`config.mk`:
```
export PLATFORM = sky130hd
export DESIGN_NAME = ppt_column_cell
export DESIGN_NICKNAME = d
export VERILOG_FILES = /design/src/sv/ppt_column_cell.sv
export SDC_FILE = /design/constraint.sdc
export NUM_CORES = 1
export LEC_CHECK = 0
export ABC_AREA = 0
export BUFFER_PORTS_ARGS = -buffer_cell sky130_fd_sc_hd__buf_2
export CAP_MARGIN = 20
export CORE_AREA = 2 2 169 171
export DETAILED_ROUTE_END_ITERATION = 8
export DIE_AREA = 0 0 171 173
export HOLD_SLACK_MARGIN = 0.03
export SYNTH_ARGS = -nofsm -noshare
export SYNTH_HDL_FRONTEND = slang
export SYNTH_SLANG_ARGS = --single-unit
```
`constraint.sdc`:
```
create_clock -name clk -period 0.8 [get_ports clk]
set_input_delay 0.08 -clock clk [delete_from_list [all_inputs] [get_ports clk]]
set_output_delay 0.08 -clock clk [all_outputs]
set_load 0.01 [all_outputs]
```
`src/sv/ppt_column_cell.sv`:
```
`timescale 1ns / 1ps

module ppt_column_cell #(
    parameter int WIN = 27,
    parameter int PIXEL_BITS = 8
) (
    input  logic                                clk,
    input  logic                                shift,
    input  logic [WIN-1:0][PIXEL_BITS-1:0]      col_in,
    output logic [WIN-1:0][PIXEL_BITS-1:0]      col_out
);

    logic [WIN-1:0][PIXEL_BITS-1:0] col_reg;

    // one window column, handed to the older neighbor on every shift
    always_ff @(posedge clk)
    begin
        if (shift)
        begin
            col_reg <= col_in;
        end
    end

    assign col_out = col_reg;

endmodule

```
* After elaboration in Yosys (flattened, before gate mapping)
Index checks and enable logic that the tools add are counted.
** Word-level totals
- Register bits :: 216
- Bits of input ports :: 218
- Output and inout port bits :: 216

* Longest topological paths before layout
Gate-level depths: netlist of the first run.
- Depth after elaboration :: 0
- Mapped depth :: 0

* Least setup slack after synthesis of the first run
Ideal clock, no wire load.
- Kind :: register to output
- From :: register col_reg, in the netlist col_out[0]
- To :: output col_out[0] (netlist name)
- Arrival time :: 394 ps
- Required time :: 720 ps
- Slack :: 326 ps
- Stages on the path, launching flop included :: 1
- Path buffers :: 0
- Path through :: edfxtp_1
** RTL lines
- start: declaration :: RTL line 13 : logic [WIN-1:0][PIXEL_BITS-1:0] col_reg;
- start signal: assignment :: RTL line 20 : col_reg <= col_in;
- end: declaration :: RTL line 10 : output logic [WIN-1:0][PIXEL_BITS-1:0] col_out
No word-level cell between the ends.

* Worst setup path after layout of the first run
- From :: register col_reg, in the netlist col_out[10]
- To :: output col_out[10] (netlist name)
No word-level cell between the ends.

==> results of run 1 <==
## what timing repair did
| item | in CTS | in global routing |
|---|---|---|
| hold buffers | 216 | 0 |
| hold endpoints to repair | 216 | 0 |
| setup endpoints to repair | 216 | 216 |
| pin swaps | 0 | 0 |
| gates resized for setup | 8 | 10 |
## how the worst max path moves through the flow
stage / from / to / slack [ns] / cells past startpoint
CTS: col_out[129] / col_out[129] / -0.40 / 1
finish: col_out[10] / col_out[10] / -0.40 / 1
floorplan: col_out[0] / col_out[0] / 0.33 / 0
global route: col_out[10] / col_out[10] / -0.43 / 1
global placement: shift / col_out[10] / -0.17 / 2
detailed placement: shift / col_out[10] / -0.18 / 2
## power by group through the flow
stage	combinational, mW	sequential, mW	clock (mW)
after detailed placement	2.27	13.9	0
after floorplan	0	14.4	0
final	3.22	13.7	10.3
after global routing	3.41	13.8	11.0
after CTS	3.16	13.7	10.6
after global placement	2.27	13.9	0
## routing by layer
layer | up-vias | part of all wire
met2 | 279 | 0.53
met3 | 54 | 0.084
met1 | 2347 | 0.35
met4 | 0 | 0.035
met5 | - | 0
li1 | 2269 | -
## kinds of logic after synthesis
family | count (synthesis) | synth area share
flip-flops | 216 | 1.00
## area by class of cell
class	instances	area share
antenna	5	0.00102
clock buffer	31	0.0512
clock inverter	13	0.00992
sequential	216	0.530
tap	378	0.0387
timing repair buffer	658	0.369
## placed cells by master (no fill, tap or decap)
cell / instances
buf_2: 421
edfxtp_1: 216
dlygate4sd3_1: 216
clkbuf_16: 24
buf_6: 11
clkbuf_1: 7
buf_4: 6
diode_2: 5
clkinv_2: 5
clkinv_1: 3
buf_12: 3
clkinv_4: 2
clkinv_16: 1
clkinvlp_4: 1
bufinv_16: 1
clkbuf_8: 1
## per-stage QoR
stage	power (mW)	instances
floorplan	14.4	216
global placement	16.1	1036
detailed placement	16.2	1036
CTS	27.4	1296
global route	28.2	1301
finish	27.2	1301
==> results.json, run 1 <==
{
  "drv_slew": 0,
  "postCtsSetupRepairBufs": 0,
  "antenna_found_initial": 5,
  "worstPathArrival_ns": 1.12,
  "grt_pass1_vias": 5387,
  "hold_path.startpoint": "shift",
  "cp_num_buf_inv": 1,
  "multi_input_area_um2": 0,
  "crit_path_max_incr_delay_ns": 0.43,
  "routedWlPerCell_um": 17.7,
  "violations": "negative setup slack",
  "rows": 61,
  "fin_util": 0.443,
  "seqCellArea_mm2": 0.00649,
  "p_sw_frac": 0.225,
  "dpl_worst_slack_ns": -0.179,
  "fin_crit_sh": 1.51,
  "yosysWarnings": 0,
  "final_area_mm2": 0.0122,
  "crit_type": "reg -> out",
  "path_cells": "buf_2",
  "power.density_mw_per_mm2": 2220,
  "seq_area_frac_synth": 1.00,
  "netlist.top_cell.by_area": "edfxtp_1",
  "setup_violations": 216,
  "critPathLaunchType": "flip-flop",
  "cts_tree": "done",
  "yosysMostFrequentCell": "edfxtp_1",
  "h-tree-depth": 1,
  "syn_avg_cell_area_um2": 30.0,
  "synth.area.top_cells": "edfxtp_1 (100%)",
  "core-area_mm2": 0.0276,
  "synth-main-ff-cell": "edfxtp_1",
  "path_clk_slew_ns": 0.06,
  "top_usage_layer": "met2",
  "cts_buffer_depth": 3,
  "hold_path_class": "in -> reg",
  "netlist_top_cells_count": "edfxtp_1 (216)",
  "finalSetupTns_ns": -67.32,
  "internal-power_mw": 21.1,
  "power.leakage_nw": 5.17,
  "synthArstFlopShare": 0,
  "drt_pass1_iterations": 4,
  "die_w_um": 171,
  "start_util": 0.235,
  "clock_sinks": 216,
  "grt_use_met3": 0.0467,
  "nFillCells": 2424,
  "netlist_instances": 216,
  "cp_data_required_time_ns": 0.72,
  "drc": 0,
  "clkPwrFrac": 0.378,
  "path_delay_family": "flip-flops",
  "portBuffers": 433,
  "combPwrFrac": 0.118,
  "via_count": 4949,
  "areaGrowthSynthToFinish_pct": 88.6,
  "slowest_stage": "edfxtp_1",
  "outcome": "complete, but fails checks",
  "relSlewSlack": 0.790,
  "grt_pass1_wl_mm": 32.3,
  "fin_ws_ns": -0.404,
  "synth_top_area_share": 1.00,
  "synth_area_mm2": 0.00649,
  "maxCapViolations": 0,
  "worstHoldPathCells": 2,
  "power_switching_mw": 6.12,
  "p_seq_frac": 0.503,
  "met1_usage": 0.152,
  "whs_ns": 0.100,
  "synth_edf_count": 216,
  "dp_hpwl_mm": 15.1,
  "drive_gt1_frac": 0.519,
  "holdPathEnd": "col_out[143]",
  "die_y_um": 173,
  "dieArea_mm2": 0.0296,
  "cp-end-kind": "primary output",
  "grt_use_met2": 0.268,
  "largest_register_ffs": 216,
  "rsz0062_at_grt": "yes",
  "drt_iter0_drc": 272,
  "yosysUniqueCellTypes": 1,
  "clock-root-buffer": "clkbuf_16",
  "fin_nets": 1118,
  "drt-total-wl_mm": 23.0,
  "num-multi-input-gates": 0,
  "final_antenna_net_count": 0,
  "fmax_mhz": 830,
  "numCtsBuffers": 24,
  "hold_viol_final": 0,
  "fin_crit_ns": 1.20,
  "tightestPinTransition_ns": 0.314,
  "critPathMaxFanout": 1,
  "synth-seq-cells": 216,
  "grt_usage": 0.146,
  "viasPerCell": 3.80,
  "gp_congestion": 0.813,
  "grt_max_degree": 53,
  "synth_fp_nets": 434,
  "place_area_mm2": 0.00924,
  "ioPinCount": 434,
  "globalRouteOverflowTotal": 0,
  "vdd_drop_max_mv": 1.61
}
Power figures use the tool's default switching activity.
==> run 2: changes to the inputs <==
- CORE_AREA: 2 2 169 171 -> 2 2 166 168
- DIE_AREA: 0 0 171 173 -> 0 0 168 170
==> run 2 against run 1 <==
Compared with the run above: the flow now stops in clock tree synthesis; synthesized area unchanged; synthesized cell count unchanged.
==> results.json, run 2 <==
{
  "yosysMostFrequentCell": "edfxtp_1",
  "start_util": 0.243,
  "first-error": "[ERROR RSZ-0060] Max buffer count reached.",
  "synth-seq-cells": 216,
  "yosysUniqueCellTypes": 1,
  "die_w_um": 168,
  "seq_area_frac_synth": 1.00,
  "synth_area_mm2": 0.00649,
  "rows": 60,
  "netlist_instances": 216,
  "die_y_um": 170,
  "dpl_worst_slack_ns": -0.0892,
  "cts_resized": 8,
  "outcome": "stopped before the end",
  "h-tree-depth": 1,
  "ioPinCount": 434,
  "synth_top_area_share": 1.00,
  "netlist.top_cell.by_area": "edfxtp_1",
  "portBuffers": 433,
  "synthArstFlopShare": 0,
  "synth-main-ff-cell": "edfxtp_1",
  "stop_stage": "clock tree synthesis",
  "yosysWarnings": 0,
  "postCtsSetupRepairBufs": 0,
  "clock_sinks": 216,
  "ctsHoldBuffers": 210,
  "cts_buffer_depth": 3,
  "numCtsBuffers": 23,
  "dp_hpwl_mm": 12.6,
  "syn_avg_cell_area_um2": 30.0,
  "clock-root-buffer": "clkbuf_16",
  "gp_congestion": 0.762,
  "synth_fp_nets": 434,
  "synth_edf_count": 216,
  "synth.area.top_cells": "edfxtp_1 (100%)",
  "netlist_top_cells_count": "edfxtp_1 (216)"
}
-- run 2: kinds of logic after synthesis --
group | Yosys count | share of synthesized area
flip-flops | 216 | 1.00
-- run 2: per-stage QoR --
stage / TNS (ns) / hold slack (ns) / std cells / instance area [um^2]
2_1_floorplan: 0 / 0.179 / 216 / 6490
3_3_place_gp: -10.20 / 0.256 / 1008 / 9260
3_5_place_dp: -12.79 / 0.258 / 1008 / 9260
==> run 3: changes to the inputs <==
- CORE_AREA: 2 2 166 168 -> 2 2 170 172
- DIE_AREA: 0 0 168 170 -> 0 0 172 174
- HOLD_SLACK_MARGIN: 0.03 -> not set
- PLACE_DENSITY_LB_ADDON: not set -> 0.15
- clock period: 0.8 -> 1 ns (I/O delays scaled with it)
==> run 3 against run 2 <==
Compared with the run above: the flow now finishes, with violations (negative setup slack).
==> results.json, run 3 (synthesis gave the netlist of run 1 again) <==
{
  "grt_pass1_wl_mm": 27.5,
  "dpl_worst_slack_ns": 0.0767,
  "drv_slew": 0,
  "multi_input_area_um2": 0,
  "dieArea_mm2": 0.0299,
  "crit_path_max_incr_delay_ns": 0.39,
  "worstPathArrival_ns": 1.05,
  "die_w_um": 172,
  "final_area_mm2": 0.0123,
  "critPathMaxFanout": 1,
  "antennaDiodeCount": 0,
  "vdd_drop_max_mv": 1.16,
  "cp_num_buf_inv": 1,
  "power.density_mw_per_mm2": 1770,
  "drt-total-wl_mm": 19.1,
  "antenna_found_initial": 0,
  "path_cells": "buf_2",
  "clock_sinks": 216,
  "largest_register_ffs": 216,
  "fin_crit_sh": 1.15,
  "violations": "negative setup slack",
  "h-tree-depth": 1,
  "place_area_mm2": 0.00937,
  "dp_hpwl_mm": 13.2,
  "tightestPinTransition_ns": 0.158,
  "grt_usage": 0.119,
  "maxCapViolations": 0,
  "via_count": 4886,
  "mostFrequentLayoutCells": "buf_2 (423), edfxtp_1 (216), dlygate4sd3_1 (216)",
  "cp-end-kind": "primary output",
  "areaGrowthSynthToFinish_pct": 90.2,
  "viasPerCell": 3.73,
  "core-area_mm2": 0.0282,
  "clock-root-buffer": "clkbuf_16",
  "numCtsBuffers": 25,
  "layout_commonest_cell": "buf_2",
  "path_clk_slew_ns": 0.06,
  "holdPathEnd": "col_out[137]",
  "gp_congestion": 0.781,
  "hold_viol_final": 0,
  "whs_ns": 0.0238,
  "power.leakage_nw": 5.22,
  "relSlewSlack": 0.895,
  "num-multi-input-gates": 0,
  "portBuffers": 433,
  "rows": 62,
  "fin_nets": 1129,
  "finalSetupTns_ns": -23.42,
  "cp_data_required_time_ns": 0.90,
  "grt_max_degree": 27,
  "critPathLaunchType": "flip-flop",
  "worstHoldPathCells": 2,
  "fin_ws_ns": -0.147,
  "hold_path.startpoint": "shift",
  "path_delay_family": "flip-flops",
  "drc": 0,
  "hold_path_class": "in -> reg",
  "slowest_stage": "edfxtp_1",
  "worst-path-stages": 1,
  "crit_type": "reg -> out",
  "drt_iter0_drc": 175,
  "nFillCells": 2567,
  "fmax_mhz": 872,
  "setup_violations": 216,
  "outcome": "complete, but fails checks",
  "cts_tree": "done",
  "globalRouteOverflowTotal": 0,
  "cts_buffer_depth": 3,
  "ioPinCount": 434,
  "drt_pass1_iterations": 4,
  "drive_gt1_frac": 0.519,
  "die_y_um": 174,
  "rsz0062_at_grt": "yes",
  "start_util": 0.230,
  "routedWlPerCell_um": 14.6,
  "grt_pass1_vias": 5418,
  "fin_crit_ns": 1.15,
  "final_antenna_net_count": 0,
  "seqCellArea_mm2": 0.00649
}
## run 3: repair_timing
item,4_1_cts,5_1_grt
hold buffers,216,0
endpoints found under the hold margin,216,0
setup buffers,0,0
gates cloned,0,0
resized for setup,0,13
endpoints found under the setup margin,216,216
## run 3: where the power goes
group | internal (mW) | switching, mW | leakage [nW]
clock | 5.04 | 3.32 | 0.359
sequential | 10.8 | 0.187 | 2.11
combinational | 1.41 | 1.11 | 2.75
## run 3: worst max-delay path by stage
stage,to,startpoint,slack [ns]
2_1_floorplan,col_out[0],col_out[0],0.51
3_3_place_gp,col_out[68],shift,0.09
3_5_place_dp,col_out[117],shift,0.08
4_1_cts,col_out[183],col_out[183],-0.20
5_1_grt,col_out[41],col_out[41],-0.21
6_report,col_out[142],col_out[142],-0.15
## run 3: metal layers
metal | GRT usage | part of all wire | vias to the layer above | routed length [um]
met2 | 0.230 | 0.54 | 261 | 10200
met5 | 0 | 0 | - | 0
li1 | - | - | 2278 | -
met3 | 0.0337 | 0.092 | 45 | 1750
met1 | 0.117 | 0.33 | 2302 | 6380
met4 | 0.0487 | 0.037 | 0 | 707
## run 3: stage by stage
step	total power, mW	util	instances
3_3_place_gp	12.9	0.332	1052
3_5_place_dp	13.0	0.332	1052
5_1_grt	22.7	0.437	1310
6_report	21.8	0.437	1310
2_1_floorplan	11.5	-	216
4_1_cts	22.1	0.435	1310
## run 3: layout make-up
cell class,count,share of cell area
clock inverters,12,0.00832
clock buffers,30,0.0522
well taps,384,0.0389
repair buffers,668,0.375
flip-flops and latches,216,0.526
==> run 4: changes to the inputs <==
- clock period: 1 -> 1.22 ns (I/O delays scaled with it)
==> run 4 against run 3 <==
Compared with the run above: the flow now finishes without violations; setup slack improved by 0.18 ns; die area did not move; critical path depth did not move; via count fell by 1.3%; global-route usage fell by 0.23 points; total power fell by 19%; non-clock buffer count fell by 4; critical endpoint is now col_out[183]; largest power group unchanged; highest routed layer unchanged.
==> results.json, run 4 (synthesis gave the netlist of run 1 again) <==
{
  "outcome": "complete, no violations",
  "rsz0062_at_grt": "yes",
  "nFillCells": 2580,
  "cts_buffer_depth": 3,
  "setup_violations": 0,
  "fin_crit_ns": 1.18,
  "postCtsSetupRepairBufs": 0,
  "fin_util": 0.432,
  "numCtsBuffers": 24,
  "power_switching_mw": 3.82,
  "crit_path_max_incr_delay_ns": 0.40,
  "finalSetupTns_ns": 0,
  "areaGrowthSynthToFinish_pct": 88.3,
  "multi_input_area_um2": 0,
  "cp-end-kind": "primary output",
  "drv_slew": 0,
  "cts_tree": "done",
  "start_util": 0.230,
  "drc": 0,
  "stdcell_count": 1306,
  "antenna_found_initial": 0,
  "slowest_stage": "edfxtp_1",
  "grt_usage": 0.117,
  "drt_iter0_drc": 138,
  "vdd_drop_max_mv": 1.07,
  "final_antenna_net_count": 0,
  "internal-power_mw": 13.8,
  "globalRouteOverflowTotal": 0,
  "largest_register_ffs": 216,
  "clock_sinks": 216,
  "fmax_mhz": 844,
  "routedWlPerCell_um": 14.2,
  "fin_nets": 1124,
  "power.density_mw_per_mm2": 1450,
  "path_clk_slew_ns": 0.06,
  "cts_resized": 0,
  "crit_type": "reg -> out",
  "num-multi-input-gates": 0,
  "rows": 62,
  "clkPwrFrac": 0.379,
  "grt_max_degree": 36,
  "combPwrFrac": 0.114,
  "worstPathArrival_ns": 1.06,
  "die_y_um": 174,
  "core-area_mm2": 0.0282,
  "die_w_um": 172,
  "hold_path_class": "in -> reg",
  "h-tree-depth": 1,
  "mostFrequentLayoutCells": "buf_2 (432), edfxtp_1 (216), dlygate4sd3_1 (216)",
  "fin_crit_sh": 0.971,
  "clock-root-buffer": "clkbuf_16",
  "viasPerCell": 3.69,
  "drt-total-wl_mm": 18.6,
  "dieArea_mm2": 0.0299,
  "portBuffers": 433,
  "p_sw_frac": 0.216,
  "grt_pass1_vias": 5380,
  "grt_pass1_wl_mm": 27.1,
  "drt_pass1_iterations": 4,
  "ioPinCount": 434,
  "antennaDiodeCount": 0,
  "power.leakage_nw": 5.18,
  "gp_congestion": 0.737,
  "critPathMaxFanout": 1,
  "tightestPinTransition_ns": 0.367,
  "drive_gt1_frac": 0.522,
  "relSlewSlack": 0.755,
  "maxCapViolations": 0,
  "path_cells": "buf_2",
  "via_count": 4822,
  "seqCellArea_mm2": 0.00649,
  "path_delay_family": "flip-flops",
  "place_inst": 1048,
  "p_seq_frac": 0.507,
  "critPathLaunchType": "flip-flop",
  "hold_viol_final": 0,
  "cp_num_buf_inv": 1,
  "cp_data_required_time_ns": 1.10,
  "dp_hpwl_mm": 12.8,
  "layout_commonest_cell": "buf_2"
}
run 4: path summary, 6_finish.rpt:
| kind | start | to | slack (ns) | cells past startpoint |
|---|---|---|---|---|
| max | col_out[183] | col_out[183] | 0.04 | 1 |
| min | shift | col_out[32] | 0.1 | 1 |
run 4: through the flow:
step	total power [mW]	worst slack (ns)	area (um^2)	hold slack, ns
global route	18.4	-0.0172	12200	0.103
detailed placement	10.6	0.143	9320	0.300
CTS	18.0	-0.0143	12200	0.0865
floorplan	9.46	0.704	6490	0.221
finish	17.7	0.0355	12200	0.0999
global placement	10.6	0.162	9320	0.298
run 4: power groups by stage:
stage	clock (mW)	sequential, mW	combinational (mW)
global placement	0	9.12	1.46
finish	6.69	8.96	2.01
detailed placement	0	9.12	1.48
floorplan	0	9.46	0
CTS	6.96	8.97	2.03
global route	7.24	9.02	2.16
run 4: repair_timing:
action	in CTS	in global routing
hold endpoints to repair	216	0
setup endpoints to repair	1	2
hold buffers	216	0
run 4: cell type report:
type                  count  share of cell area
clock buffer             27              0.0518
clock inverter           15             0.00809
sequential              216               0.531
tap                     384              0.0393
timing repair buffer    664               0.370
run 4: routing by layer:
metal / up-vias / share of wire / track usage
met5: - / 0 / 0
met4: 0 / 0.040 / 0.0466
met3: 42 / 0.098 / 0.0401
met2: 261 / 0.53 / 0.229
met1: 2250 / 0.33 / 0.108
li1: 2269 / - / -
